===== config.mk =====
export PLATFORM = sky130hd
export DESIGN_NAME = s3g_fifo
export DESIGN_NICKNAME = d
export VERILOG_FILES = /design/src/hw/rtl/s3g_pkg.sv /design/src/hw/rtl/s3g_fifo.sv
export SDC_FILE = /design/constraint.sdc
export NUM_CORES = 1
export LEC_CHECK = 0
export BUFFER_PORTS_ARGS = -buffer_cell sky130_fd_sc_hd__clkbuf_2
export CAP_MARGIN = 0
export CELL_PAD_IN_SITES_DETAIL_PLACEMENT = 1
export CELL_PAD_IN_SITES_GLOBAL_PLACEMENT = 2
export CORE_MARGIN = 8
export CORE_UTILIZATION = 45
export CTS_BUF_LIST = sky130_fd_sc_hd__clkbuf_8
export CTS_CLUSTER_SIZE = 28
export DETAILED_ROUTE_END_ITERATION = 10
export PLACE_DENSITY_LB_ADDON = 0.1
export REMOVE_ABC_BUFFERS = 1
export SYNTH_ARGS = -nofsm -noshare
export SYNTH_HDL_FRONTEND = slang
export SYNTH_SLANG_ARGS = --single-unit

===== constraint.sdc =====
create_clock -name clk_i -period 2.43 [get_ports clk_i]
set_input_delay 0.243 -clock clk_i [delete_from_list [all_inputs] [get_ports clk_i]]
set_output_delay 0.243 -clock clk_i [all_outputs]
set_load 0.005 [all_outputs]

===== src/hw/rtl/s3g_pkg.sv =====
// ----------------------------------------------------------------------------
// s3g_pkg: shared types and constants of the 3x3 Sobel gradient unit
// Sizes, register indexes, command codes and the queued item format.
// ----------------------------------------------------------------------------
package s3g_pkg;

  localparam int MAX_WIDTH  = 1024;
  localparam int COL_W      = $clog2(MAX_WIDTH);
  localparam int POS_W      = 13;
  localparam logic [POS_W-1:0] ROW_SAT = {POS_W{1'b1}};

  localparam int PIX_W      = 8;
  localparam int LINE_W     = 2 * PIX_W;
  localparam int GRAD_W     = 11;

  localparam int FW_W       = 11;
  localparam int FH_W       = 12;
  localparam int CFG_W      = 12;
  localparam int CFG_IDX_W  = 1;

  localparam logic [FW_W-1:0] FW_RESET = FW_W'(640);
  localparam logic [FH_W-1:0] FH_RESET = FH_W'(480);

  localparam logic [CFG_IDX_W-1:0] CFG_FRAME_WIDTH  = 1'b0;
  localparam logic [CFG_IDX_W-1:0] CFG_FRAME_HEIGHT = 1'b1;

  localparam logic CMD_PIXEL = 1'b0;
  localparam logic CMD_FLUSH = 1'b1;

  localparam int FIFO_DEPTH = 4;
  localparam int FIFO_PTR_W = $clog2(FIFO_DEPTH);
  localparam int FIFO_CNT_W = $clog2(FIFO_DEPTH + 1);

  // One classified beat for the back end
  typedef struct packed {
    logic             emit;
    logic [PIX_W-1:0] val;
    logic [COL_W-1:0] col;
    logic             first;
    logic             top;
    logic             bot;
    logic             left;
    logic             right;
    logic             fend;
  } s3g_item_t;

endpackage


===== src/hw/rtl/s3g_fifo.sv =====
// ----------------------------------------------------------------------------
// s3g_fifo: short item queue
// Decouples the classifier from the line store and gradient pipeline.
// ----------------------------------------------------------------------------
module s3g_fifo
  import s3g_pkg::*;
(
  input  logic      clk_i,
  input  logic      rst_ni,
  input  logic      push_i,
  input  s3g_item_t item_i,
  output logic      full_o,
  input  logic      pop_i,
  output logic      valid_o,
  output s3g_item_t item_o
);

  s3g_item_t             slot_q [FIFO_DEPTH];
  logic [FIFO_PTR_W-1:0] wr_q, wr_d, rd_q, rd_d;
  logic [FIFO_CNT_W-1:0] cnt_q, cnt_d;
  logic                  do_push, do_pop;

  always_comb begin
    full_o  = cnt_q == FIFO_CNT_W'(FIFO_DEPTH);
    valid_o = cnt_q != '0;
    item_o  = slot_q[rd_q];
    do_push = push_i && !full_o;
    do_pop  = pop_i && valid_o;
    wr_d    = do_push ? wr_q + FIFO_PTR_W'(1) : wr_q;
    rd_d    = do_pop  ? rd_q + FIFO_PTR_W'(1) : rd_q;
    cnt_d   = cnt_q;
    if (do_push && !do_pop) begin
      cnt_d = cnt_q + FIFO_CNT_W'(1);
    end else if (do_pop && !do_push) begin
      cnt_d = cnt_q - FIFO_CNT_W'(1);
    end
  end

  always_ff @(posedge clk_i or negedge rst_ni) begin
    if (!rst_ni) begin
      wr_q  <= '0;
      rd_q  <= '0;
      cnt_q <= '0;
    end else begin
      wr_q  <= wr_d;
      rd_q  <= rd_d;
      cnt_q <= cnt_d;
    end
  end

  always_ff @(posedge clk_i) begin
    if (do_push) begin
      slot_q[wr_q] <= item_i;
    end
  end

endmodule


# ---- After elaboration in Yosys (flattened, before gate mapping)
# Memories as Yosys holds them, arrays and structs flattened.
# Cells that the tools add are included.
dict set report word_totals {
  ram_bits 100
  inputBits 29
  output_inout_bits 27
  n_memories 1
  word_cells 22
  register_bits 7
}
# memory depth word_bits rd rd_clocked_by_memory_dff wr line_no
set memory_table {}
lappend memory_table {slot_q 4 25 1 0 1 s3g_fifo.sv:18} ;# s3g_item_t slot_q [FIFO_DEPTH];
dict set report op_classes {
  n_mux 4
  n_addsub 4
  n_eq_ne 1
  n_reduce_logical 9
}
# op count
set ops {}
lappend ops {{$mux 3} 2}
lappend ops {{$add 2x1->2 const B} 2}
lappend ops {{$logic_and 1x1->1} 4}
lappend ops {{$add 3x1->3 const B} 1}
lappend ops {{$eq 3x3->1 const B} 1}
lappend ops {{$logic_not 1->1} 3}
lappend ops {{$reduce_bool 3->1} 1}
lappend ops {{$sub 3x1->3 const B} 1}
lappend ops {{$mux 1} 2}
lappend ops {{$reduce_bool 2->1} 1}

# ---- Logic depth before layout (Yosys ltp)
dict set report logic_depth {
  word_depth 7
  mapped_depth 9
  mapped_depth_nobuf 8
}

# ---- Worst setup path after synthesis
# Ideal clock, no wire load.
dict set report synth_timing {
  kind {register to register}
  from {register cnt_q[0]}
  to {register cnt_q[2]}
  setup_time_ns 0.079
  required_time_ns 2.351
  path_stages_with_launch 9
  arrival_time_ns 1.926
  path_slack_ns 0.425
  path_cell_list {dfrtp_1 -> or3_1 -> nand2_1 -> ha_1 -> inv_1 -> fa_1 -> xor2_1 -> nor2_1 -> xor2_1}
}
dict set report synth_via {
  word_cells_on_any_way 14
  cone_classes {2 x add/sub; 1 x eq/ne; 2 x mux; 9 x reduce/logical}
}
# item line_no
set synth_lines {}
lappend synth_lines {{start, declared} s3g_fifo.sv:20} ;# logic [FIFO_CNT_W-1:0] cnt_q, cnt_d;
lappend synth_lines {{start signal, assigned} s3g_fifo.sv:47} ;# cnt_q <= cnt_d;
lappend synth_lines {{$reduce_bool 3->1 (*)} s3g_fifo.sv:25} ;# valid_o = cnt_q != '0;
lappend synth_lines {{via valid_o} s3g_fifo.sv:14} ;# output logic valid_o,
lappend synth_lines {{$logic_and 1x1->1 (*)} s3g_fifo.sv:28} ;# do_pop = pop_i && valid_o;
lappend synth_lines {{$logic_not 1->1} s3g_fifo.sv:32} ;# if (do_push && !do_pop) begin
lappend synth_lines {{$logic_and 1x1->1} s3g_fifo.sv:32}
lappend synth_lines {{$mux 3 or $reduce_bool 2->1 (tied branches)} n/a}
# Mark *: on every way through the listed nets, which the timed path passes. The rest lies on a longest branch. The select of a mux whose other input is x is not followed.
# A chain may end at the register's enable or synchronous reset.

# ---- Worst setup path after layout
dict set report layout_timing {
  from {register cnt_q[0]}
  to {register cnt_q[2]}
}
dict set report layout_via {
  elab_chain_len 6
  word_cells_on_any_way 14
  cone_classes {2 x add/sub; 1 x eq/ne; 2 x mux; 9 x reduce/logical}
}
# item
set layout_rtl {}
lappend layout_rtl {{branches (longest 6 deep; another with $sub 3x1->3)}}
# Parallel ways; which one is timed is not known. The select of a mux whose other input is x is not followed.

==> metrics.cfg <==
[critical_path]
reg2reg_to=cnt_q[2]
cp_top_family=simple AND/OR/NAND/NOR gates
path_cells=or3_1, nand2_1, ha_1, inv_1, fa_1, xor2_1, nor2_1, xor2_1
reg2reg_depth=8
critical_path_class=reg2reg
arrival_ns=2.43
crit_path_end_kind=register
crit_slowest_cell=dfrtp_1
crit_fanout=4
cpPeakStageDelay_ns=0.45
cp_common_cell=xor2_1
cp.depth=8
r2r_setup_slack_ns=0.28
critPathLaunchType=register
cp.required_ns=2.71
cp_num_buf_inv=1
r2r-start=cnt_q[0]

[cts]
htreeDepth=3
cts-resized-gates=0
cts_tree=yes
path_clk_slew_ns=0.09
numCtsBuffers=9
root_buffer=clkbuf_8
clk_latency_ns=0.36
cts_sinks=107
clk_path_buf_depth=2

[layout]
synthToLayoutAreaGrowth_pct=16.2
regArea_um2=3180
drive_above_1_share=0.430
fill_cells=773
multi_input_area_um2=813
nets=273
n_antenna_cell=0

[synthesis]
yosys.cell_count.top_type=edfxtp_1
yosysSeqAreaShare=0.779
synth-edff-count=100
synth_area_leader_cell=edfxtp_1
synth-warning-count=0
syn_area_um2=4080
avgSynthCellArea_um2=24.6
async_flop_share=0.0654
synthFlopType=edfxtp_1
synth_common_cells=100 x edfxtp_1, 18 x mux4_2, 7 x dfrtp_1, 7 x mux4_1, 5 x ha_1
synthCells=166
synth_cell_types=21
synth_top_area_frac=0.736
synth_area_leaders=edfxtp_1 74%, mux4_2 9.9%, mux4_1 4.5%
synth_seq_cells=107

[floorplan]
die_x_um=111
fp.coreArea_um2=8760
rows=34
io_pins=56
die_area_um2=12400
die_h_um=111
start_util=0.466

[route]
post-route-drc-count=0
drt_iter0_drc=45
post_drt_wl_per_cell_um=20.9
vias_per_cell=5.24
num_vias=1835
dr.pass1.iters=4
drt-total-wl_um=7300
detail-route-antenna-nets=0

[sta]
maxSlewHeadroom=0.811
period_share=0.885
worst_slew_pin_slew_ns=0.283
slew_violations=0
finClkSkew_ns=0.0147
period_minus_slack_ns=2.15
fin_tns_setup_ns=0
hold_slack_ns=0.102
rsz0062_at_grt=no
setup-violations-final=0
final_hold_viol_count=0
fmax_mhz=465

[hold_path]
hp-start=item_i[18]
whs_endpoint=slot_q[0][18]
worstHoldPathCells=1
min_path_type=in2reg

[grt]
grt_pass1_vias=2132
grt_first_pass_wirelength_um=11600
antenna_found_initial=0
track_usage=0.122
grt_max_degree=21
overflow=0

[run_status]
outcome=completed

[pwr]
power_density_nw_per_um2=1140
p_leak_nw=1.70
ir_worst_vdd_uv=460

[flow_run]
maxCapViolations=0

[place]
numPortBuffers=55
gp_congestion=0.675

[registers in the layout, indices dropped and copies added (netlist names)]
signal and count:
cnt_q 3, wr_q 2, rd_q 2, slot_q 100
[per-layer routing]
metal,vias to the layer above,GRT usage,part of all wire
met1,966,0.137,0.42
met5,-,0,0
met3,9,0.0341,0.041
met4,0,0.0462,0.014
met2,34,0.213,0.53
li1,826,-,-
[where the power goes]
group / leakage, nW / internal [mW] / switching, mW
sequential: 0.997 / 2.45 / 0.159
combinational: 0.602 / 0.863 / 0.798
clock: 0.102 / 0.576 / 0.559
total: 1.70 / 3.89 / 1.52
[what timing repair did]
item                      in CTS  in global routing
hold buffers                   1                  0
hold endpoints to repair       7                  0
setup buffers                  0                  0
[per-stage QoR]
stage	setup WS, ns	utilization	instance area (µm²)	std cells	total power [mW]
after detailed placement	0.248	0.515	4520	334	4.39
after global placement	0.409	0.515	4520	334	4.27
after CTS	0.234	0.541	4740	350	5.52
after global routing	0.131	0.541	4740	350	5.71
after floorplan	0.389	-	4000	159	3.58
final	0.279	0.541	4740	350	5.40
[worst reg2reg max path, stage by stage, from the launching register on]
cell and delay (ns):
dfrtp_1 0.45, or3_1 0.44, nand2_1 0.13, ha_1 0.20
inv_1 0.07, fa_1 0.38, xor2_1 0.15, nor2_1 0.12
xor2_1 0.16
[worst max path at each step]
stage / start / endpoint / slack (ns)
2_1_floorplan: rd_q[0] / item_o[10] / 0.39
3_3_place_gp: cnt_q[0] / cnt_q[2] / 0.41
3_5_place_dp: cnt_q[0] / cnt_q[2] / 0.25
4_1_cts: cnt_q[0] / cnt_q[2] / 0.23
5_1_grt: cnt_q[0] / cnt_q[2] / 0.13
6_report: cnt_q[0] / cnt_q[2] / 0.28
[cell families after synthesis]
kind of cell             count (synthesis)  synth area share
XOR/XNOR                                 6            0.0129
multiplexers                            27             0.151
flip-flops                             107             0.779
AND/OR/NAND/NOR                         10            0.0153
buffers and inverters                   10            0.0218
adder cells (fa/ha/maj)                  6            0.0202
[placed cells by master, fill, tap and decap left out, types with 2 or more instances in the layout]
cell and instances:
ha_1 5, xnor2_1 4, buf_4 11, inv_1 3
clkbuf_8 9, mux4_1 7, clkbuf_2 55, dfrtp_1 6
and2_1 4, mux4_2 18, xor2_1 2, bufinv_16 2
edfxtp_1 100, clkinvlp_4 2
[cell type report]
cell class	count	share of cell area
Clock buffer	9	0.0261
Clock inverter	6	0.0187
Inverter	3	0.00238
Multi-Input combinational cell	49	0.172
Sequential cell	107	0.671
Timing Repair Buffer	68	0.0818
Tap cell	108	0.0285
(Power assumes the default switching activity.)
