<file path="config.mk">
export PLATFORM = sky130hd
export DESIGN_NAME = s3g_front
export DESIGN_NICKNAME = d
export VERILOG_FILES = /design/src/hw/rtl/s3g_pkg.sv /design/src/hw/rtl/s3g_front.sv
export SDC_FILE = /design/constraint.sdc
export NUM_CORES = 1
export LEC_CHECK = 0
export BUFFER_PORTS_ARGS = -buffer_cell sky130_fd_sc_hd__buf_4
export CORE_AREA = 2 2 103 105
export CTS_CLUSTER_DIAMETER = 50
export DETAILED_ROUTE_END_ITERATION = 12
export DIE_AREA = 0 0 105 107
export GPL_TIMING_DRIVEN = 0
export PLACE_DENSITY = 0.69
export SLEW_MARGIN = 0
export SYNTH_ARGS = -nofsm -noshare
export SYNTH_HDL_FRONTEND = slang
export SYNTH_SLANG_ARGS = --single-unit
</file>
<file path="constraint.sdc">
create_clock -name clk_i -period 4.48 [get_ports clk_i]
set_clock_uncertainty 0.2 [all_clocks]
set_input_delay 0.224 -clock clk_i [delete_from_list [all_inputs] [get_ports clk_i]]
set_output_delay 0.224 -clock clk_i [all_outputs]
set_load 0.05 [all_outputs]
</file>
<file path="src/hw/rtl/s3g_pkg.sv">
// ----------------------------------------------------------------------------
// s3g_pkg: shared types and constants of the 3x3 Sobel gradient unit
// Sizes, register indexes, command codes and the queued item format.
// ----------------------------------------------------------------------------
package s3g_pkg;

  localparam int MAX_WIDTH  = 1024;
  localparam int COL_W      = $clog2(MAX_WIDTH);
  localparam int POS_W      = 13;
  localparam logic [POS_W-1:0] ROW_SAT = {POS_W{1'b1}};

  localparam int PIX_W      = 8;
  localparam int LINE_W     = 2 * PIX_W;
  localparam int GRAD_W     = 11;

  localparam int FW_W       = 11;
  localparam int FH_W       = 12;
  localparam int CFG_W      = 12;
  localparam int CFG_IDX_W  = 1;

  localparam logic [FW_W-1:0] FW_RESET = FW_W'(640);
  localparam logic [FH_W-1:0] FH_RESET = FH_W'(480);

  localparam logic [CFG_IDX_W-1:0] CFG_FRAME_WIDTH  = 1'b0;
  localparam logic [CFG_IDX_W-1:0] CFG_FRAME_HEIGHT = 1'b1;

  localparam logic CMD_PIXEL = 1'b0;
  localparam logic CMD_FLUSH = 1'b1;

  localparam int FIFO_DEPTH = 4;
  localparam int FIFO_PTR_W = $clog2(FIFO_DEPTH);
  localparam int FIFO_CNT_W = $clog2(FIFO_DEPTH + 1);

  // One classified beat for the back end
  typedef struct packed {
    logic             emit;
    logic [PIX_W-1:0] val;
    logic [COL_W-1:0] col;
    logic             first;
    logic             top;
    logic             bot;
    logic             left;
    logic             right;
    logic             fend;
  } s3g_item_t;

endpackage

</file>
<file path="src/hw/rtl/s3g_front.sv">
// ----------------------------------------------------------------------------
// s3g_front: input classifier
// Holds the frame registers and the input and output positions, drops early
// flush beats, zeroes drain pixels and tags each beat with its border masks.
// ----------------------------------------------------------------------------
module s3g_front
  import s3g_pkg::*;
(
  input  logic                 clk_i,
  input  logic                 rst_ni,
  input  logic                 cfg_we_i,
  input  logic [CFG_IDX_W-1:0] cfg_idx_i,
  input  logic [CFG_W-1:0]     cfg_wdata_i,
  input  logic                 take_i,
  input  logic                 cmd_i,
  input  logic [PIX_W-1:0]     pixel_i,
  output logic                 push_o,
  output s3g_item_t            item_o
);

  logic [FW_W-1:0]  fw_q;
  logic [FH_W-1:0]  fh_q;
  logic [COL_W-1:0] in_col_q, in_col_d, out_col_q, out_col_d;
  logic [POS_W-1:0] in_row_q, in_row_d, out_row_q, out_row_d;

  logic [POS_W-1:0] fw_ext, eff_w, eff_h;
  logic [POS_W-1:0] in_col_nx, out_col_nx, out_row_nx;
  logic             drain, act, rdy, in_last, out_right, out_bot, fend;

  always_comb begin
    fw_ext = POS_W'(fw_q);
    if (fw_q == '0) begin
      eff_w = POS_W'(1);
    end else if (fw_ext > POS_W'(MAX_WIDTH)) begin
      eff_w = POS_W'(MAX_WIDTH);
    end else begin
      eff_w = fw_ext;
    end
    eff_h = (fh_q == '0) ? POS_W'(1) : POS_W'(fh_q);

    drain      = in_row_q >= eff_h;
    act        = take_i && !(cmd_i == CMD_FLUSH && !drain);
    rdy        = (in_row_q >= POS_W'(2)) || (in_row_q == POS_W'(1) && in_col_q != '0);
    in_col_nx  = POS_W'(in_col_q) + POS_W'(1);
    in_last    = in_col_nx >= eff_w;
    out_col_nx = POS_W'(out_col_q) + POS_W'(1);
    out_row_nx = out_row_q + POS_W'(1);
    out_right  = out_col_nx >= eff_w;
    out_bot    = out_row_nx >= eff_h;
    fend       = out_right && out_bot;

    item_o.emit  = rdy;
    item_o.val   = drain ? '0 : pixel_i;
    item_o.col   = in_col_q;
    item_o.first = in_col_q == '0;
    item_o.top   = out_row_q == '0;
    item_o.bot   = out_bot;
    item_o.left  = out_col_q == '0;
    item_o.right = out_right;
    item_o.fend  = fend;
    push_o       = act;

    in_col_d  = in_col_q;
    in_row_d  = in_row_q;
    out_col_d = out_col_q;
    out_row_d = out_row_q;
    if (act) begin
      if (in_last) begin
        in_col_d = '0;
        if (in_row_q != ROW_SAT) begin
          in_row_d = in_row_q + POS_W'(1);
        end
      end else begin
        in_col_d = in_col_q + COL_W'(1);
      end
      if (rdy) begin
        if (fend) begin
          in_col_d  = '0;
          in_row_d  = '0;
          out_col_d = '0;
          out_row_d = '0;
        end else if (out_right) begin
          out_col_d = '0;
          out_row_d = out_row_nx;
        end else begin
          out_col_d = out_col_q + COL_W'(1);
        end
      end
    end
  end

  always_ff @(posedge clk_i or negedge rst_ni) begin
    if (!rst_ni) begin
      fw_q      <= FW_RESET;
      fh_q      <= FH_RESET;
      in_col_q  <= '0;
      in_row_q  <= '0;
      out_col_q <= '0;
      out_row_q <= '0;
    end else begin
      if (cfg_we_i) begin
        unique case (cfg_idx_i)
          CFG_FRAME_WIDTH: begin
            fw_q <= cfg_wdata_i[FW_W-1:0];
          end
          CFG_FRAME_HEIGHT: begin
            fh_q <= cfg_wdata_i[FH_W-1:0];
          end
        endcase
      end
      in_col_q  <= in_col_d;
      in_row_q  <= in_row_d;
      out_col_q <= out_col_d;
      out_row_q <= out_row_d;
    end
  end

endmodule

</file>
# Word level (Yosys, flattened, before mapping)
# Cells that the tools add are included.
# Widths: inputs -> output; s select.
[op_classes] addsub=6 magnitude_cmp=6 n_eq_ne=2 mux=15 bitwise=1 n_reduce_logical=18
[ops] operator="$mux 13" count=7
[ops] operator="$mux 10" count=5
[ops] operator="$add 13x1->13 const B" count=2
[ops] operator="$ge 11x13->1" count=2
[ops] operator="$ge 13x12->1" count=2
[ops] operator="$add 10x1->11 const B" count=2
[ops] operator="$add 10x1->10 const B" count=2
[ops] operator="$logic_not 10->1" count=2
[ops] operator="$eq 13x1->1 const B" count=1
[ops] operator="$ge 13x2->1 const B" count=1
[ops] operator="$logic_not 13->1" count=1
[ops] operator="$ne 13x13->1 const B" count=1
[ops] operator="$logic_not 12->1" count=1
[ops] operator="$mux 12" count=1
[ops] operator="$gt 11x11->1 const B" count=1
[ops] operator="$logic_not 11->1" count=1
[ops] operator="$mux 11" count=1
[ops] operator="$reduce_bool 10->1" count=1
[ops] operator="$mux 8" count=1
[ops] operator="$reduce_and 2->1" count=3
[ops] operator="$logic_and 1x1->1" count=4
[ops] operator="$reduce_and 3->1" count=1
[ops] operator="$logic_not 1->1" count=2
[ops] operator="$reduce_bool 2->1" count=1
[ops] operator="2 further kinds" count=2
[totals] reg_bits=69 input_bits=26 wordCells=54

# Longest topological paths before layout
[depth] ltp_word=8 ltp_mapped=15

# Least setup slack after synthesis
# Ideal clock, no wire load.
[synth_timing] path_kind="register to register" start="register in_col_q[0]" end="register in_row_q[5]" setup_time_ns=0.077 arrival_ns=3.448 t_required_ns=4.203 setup_slack_ns=0.755 path_stages_with_launch=16 path_buffers=1 period_less_slack_ns=3.725 cell_sequence="dfrtp_1 ha_1 nand3_1 nor2_1 and3_1 xnor2_1 inv_1 ha_1 nand2_1 nor3_1 o31ai_1 a211oi_4 nand2_2 buf_6 or4_1 a21oi_1"
[synth_via] elab_chain_len=5 word_cells_on_any_way=8 classes_between="add/sub (1); order compare (1); mux (3); reduce/logical (3)"
[synth_lines] element="from (decl)" line_no="s3g_front.sv:23" text="logic [COL_W-1:0] in_col_q, in_col_d, out_col_q, out_col_d;"
[synth_lines] element="from (signal assigned)" line_no="s3g_front.sv:111" text="in_col_q <= in_col_d;"
[synth_lines] element="$add 10x1->11" line_no="s3g_front.sv:44" text="in_col_nx = POS_W'(in_col_q) + POS_W'(1);"
[synth_lines] element="$ge 11x13->1" line_no="s3g_front.sv:45" text="in_last = in_col_nx >= eff_w;"
[synth_lines] element="$mux 13" line_no="s3g_front.sv:68" text="if (in_last) begin"
[synth_lines] element="$mux 13" line_no="s3g_front.sv:77" text="if (fend) begin"
[synth_lines] element="$mux 13 *" line_no="s3g_front.sv:76" text="if (rdy) begin"
[synth_lines] element="to (signal assigned)" line_no="s3g_front.sv:112" text="in_row_q <= in_row_d;"
[synth_lines] element="to (decl)" line_no="s3g_front.sv:24" text="logic [POS_W-1:0] in_row_q, in_row_d, out_row_q, out_row_d;"
# Every way passes the cells marked *; elsewhere a longest branch is shown, timed or not.
# A chain may end at the register's enable or synchronous reset.

# Final worst setup path
[layout_timing] start="register out_col_q[0]" end="output port item_o[0] (netlist name)"
[layout_via] elab_chain_len=3
[layout_lines] element="from (decl)" line_no="s3g_front.sv:23"
[layout_lines] element="from (signal assigned)" line_no="s3g_front.sv:113" text="out_col_q <= out_col_d;"
[layout_lines] element="$add 10x1->11" line_no="s3g_front.sv:46" text="out_col_nx = POS_W'(out_col_q) + POS_W'(1);"
[layout_lines] element="$ge 11x13->1" line_no="s3g_front.sv:48" text="out_right = out_col_nx >= eff_w;"
[layout_lines] element="net out_right" line_no="s3g_front.sv:28" text="logic drain, act, rdy, in_last, out_right, out_bot, fend;"
[layout_lines] element="$logic_and 1x1->1" line_no="s3g_front.sv:50" text="fend = out_right && out_bot;"
[layout_lines] element="to (decl)" line_no="s3g_front.sv:18" text="output s3g_item_t item_o"
# The timed path passes the listed nets, and every way through them passes these cells.

==> reports/metrics.cfg <==
[timing]
tightestPinTransition_ns = 0.894
hold_viol_final = 0
worst_slew_margin_rel_pct = 40.4
finalSetupTns_ns = 0
fmax_ghz = 0.236
period_share_pct = 94.7
slew_viol_final = 0
setup_viol = 0
grt_setup_unrepaired = false
finalCriticalPeriod_ns = 4.24

[synth]
synth-main-ff-cell = dfrtp_1
synth_cell_types = 59
synthAdderAreaFrac_pct = 13.9
synthCells = 531
synthesis.area_um2 = 4970
synth-warning-count = 0
avgSynthCellArea_um2 = 9.36
synth_compound_area_share_pct = 13.5
ys_seq_area_share_pct = 34.9
ys_ff_latch = 69
synth_edf_count = 0
synth_top_family_by_area = simple AND/OR/NAND/NOR gates
yosys.area_share.simple_pct = 21.2
synth-xor-area-share_pct = 5.26
synthMuxAreaShare_pct = 5.99
synth_nets = 612
synthArstFlopShare_pct = 100

[layout]
syn2layout_area_growth_pct = 17.6
n_antenna_cell = 0
layout.nets = 687
multiInputGateArea_um2 = 2970
mostFrequentLayoutCell = dfrtp_1
layout_common_cells = dfrtp_1, nand2_1, ha_1, buf_4, inv_1
fill_cells = 923
drive_gt1_share_pct = 21.6
seq_area_um2 = 1730

[clock_network]
insertion_delay_ns = 0.35
cts_resized = 0
path_clk_slew_ns = 0.08
h-tree-depth = 3
ctsRootBufferMaster = clkbuf_8
cts_tree = yes
cts_max_path_buffers = 2
numCtsBuffers = 9
numClockSinks = 69

[placed_design]
routabilityCongestion = 0.926
io_buffers = 51
hpwlAfterDp_um = 8970

[critical_path]
cp_top_family = simple AND/OR/NAND/NOR gates
reg2reg_depth = 13
cpPeakStageDelay_ns = 0.61
cpMaxStageDelayCell = a32oi_1
r2r_slack_ns = 0.61
cp_cell_sequence = ha_1 > and3_1 > nand3_1 > xnor2_1 > ha_1 > nand2_1 > nor3_1 > o31ai_1 > a32oi_1 > clkbuf_1 > and2_1 > buf_4 > buf_4
cp_num_cells = 13
cp_num_buf_inv = 3
crit_path_start_kind = flip-flop
reg2reg_from = out_col_q[0]$_DFFE_PN0P_
timing.rr.end = out_row_q[6]$_DFFE_PN0P_
crit_path_end = item_o[0]
crit_start = out_col_q[0]$_DFFE_PN0P_
crit_required_ns = 4.06
worst-path-max-fanout = 10
critical_path_arrival_ns = 3.82
cp-end-kind = primary output
crit_type = flip-flop to primary output

[global_routing]
antenna_found_initial = 0
grt_pass1_wl_um = 19500
grt_max_degree = 70
grt_pass1_vias = 3978
grt.total_usage_pct = 21.6
grt-ovfl-total = 0

[routing]
drt-total-wl_um = 11700
drc = 0
detail_route.wl_per_cell_um = 15.7
drtIter0Drc = 172
routed_via_density = 5.48
ant_nets = 0
num_vias = 4094
first_pass_iters = 4

[pwr]
vdd_drop_max_v = 0.000309
power_density_nw_per_um2 = 454
p_leak_nw = 2.81
total_power_mw = 2.65

[run_status]
outcome = complete, no violations

[floorplanning]
die_area_um2 = 11200
io_pins = 52
core_region_area_um2 = 10100
initial_core_util_pct = 49.2
die_h_um = 107
fp.dieW_um = 105
rows = 37

[flow_run]
maxCapViolCount = 0

[worst_hold_path]
hp-start = cfg_we_i
hold_path_class = input pin to flip-flop

## cells by family (layout without fill, tap and decap cells)
logic type      count (synthesis)  after routing
mux                            27             27
xor+xnor                       29             29
simple gates                  197            197
compound gates                 98             98
fa+ha+maj                      55             55
buf+inv                        56            136
flops                          69             69
## through the flow
stage	area (um^2)	utilization (%)	hold WS [ns]	setup WS, ns	cells
after floorplan	4970	-	-0.272	0.755	531
after global placement	5520	54.7	0.203	0.656	718
after detailed placement	5520	54.7	0.207	0.682	718
after CTS	5840	57.9	0.0585	0.247	747
after global routing	5840	57.9	0.0723	0.00830	747
final	5840	57.9	0.0774	0.239	747
## cell type report
type                    instances  share of cell area, %
clock buffers                  11                   2.42
inverters                      37                   2.46
plain buffers                  19                   2.03
well taps                     136                   2.91
clock inverters                 5                  0.857
multi-input cells             406                   50.9
repair buffers                 64                   8.78
flip-flops and latches         69                   29.7
## worst min path at each step
| stage | end | cells past startpoint |
|---|---|---|
| 2_1_floorplan | fh_q[0]$_DFFE_PN0P_ | 0 |
| 6_report | fh_q[0]$_DFFE_PN0P_ | 3 |
| 5_1_grt | fw_q[0]$_DFFE_PN0P_ | 3 |
| 3_3_place_gp | in_row_q[3]$_DFFE_PN0N_ | 1 |
| 4_1_cts | fw_q[0]$_DFFE_PN0P_ | 3 |
| 3_5_place_dp | in_row_q[3]$_DFFE_PN0N_ | 1 |
## layer usage
layer | routed length, um | share of wire (%) | up-vias | track usage (%)
met2 | 5930 | 51 | 55 | 37.2
li1 | - | - | 2044 | -
met1 | 5350 | 46 | 1981 | 28.0
met4 | 176 | 1.5 | 0 | 8.00
met3 | 252 | 2.2 | 14 | 2.55
met5 | 0 | 0 | - | 0
## where the power goes
| part | internal [mW] | switching, mW |
|---|---|---|
| Clock | 0.269 | 0.246 |
| Sequential | 0.742 | 0.163 |
| Combinational | 0.477 | 0.757 |
| Total | 1.49 | 1.17 |
## cells in the mapped netlist, types with 16 or more instances
master | n | area, um^2
a21oi_1 | 23 | 115
and3_1 | 16 | 100
dfrtp_1 | 63 | 1580
ha_1 | 55 | 688
inv_1 | 36 | 135
mux2_2 | 22 | 248
nand2_1 | 55 | 206
nand3_1 | 24 | 120
nor2_1 | 22 | 82.6
o21ai_0 | 33 | 165
xor2_1 | 16 | 140
## flip-flops by register name, indices dropped and copies added, names as in the netlist
| name | flops |
|---|---|
| in_col_q | 10 |
| out_col_q | 10 |
| fw_q | 11 |
| out_row_q | 13 |
| in_row_q | 13 |
| fh_q | 12 |
## worst min-delay path: stages
cell	delay [ns]
buf_4	0.11
nand2_1	0.10
mux2_2	0.16
## what timing repair did
action                                 in CTS  in global routing
setup buffers                               0                  0
endpoints found under the hold margin      86                  0
hold buffers                               13                  0
No activity file was read; power rests on OpenSTA's default activity.
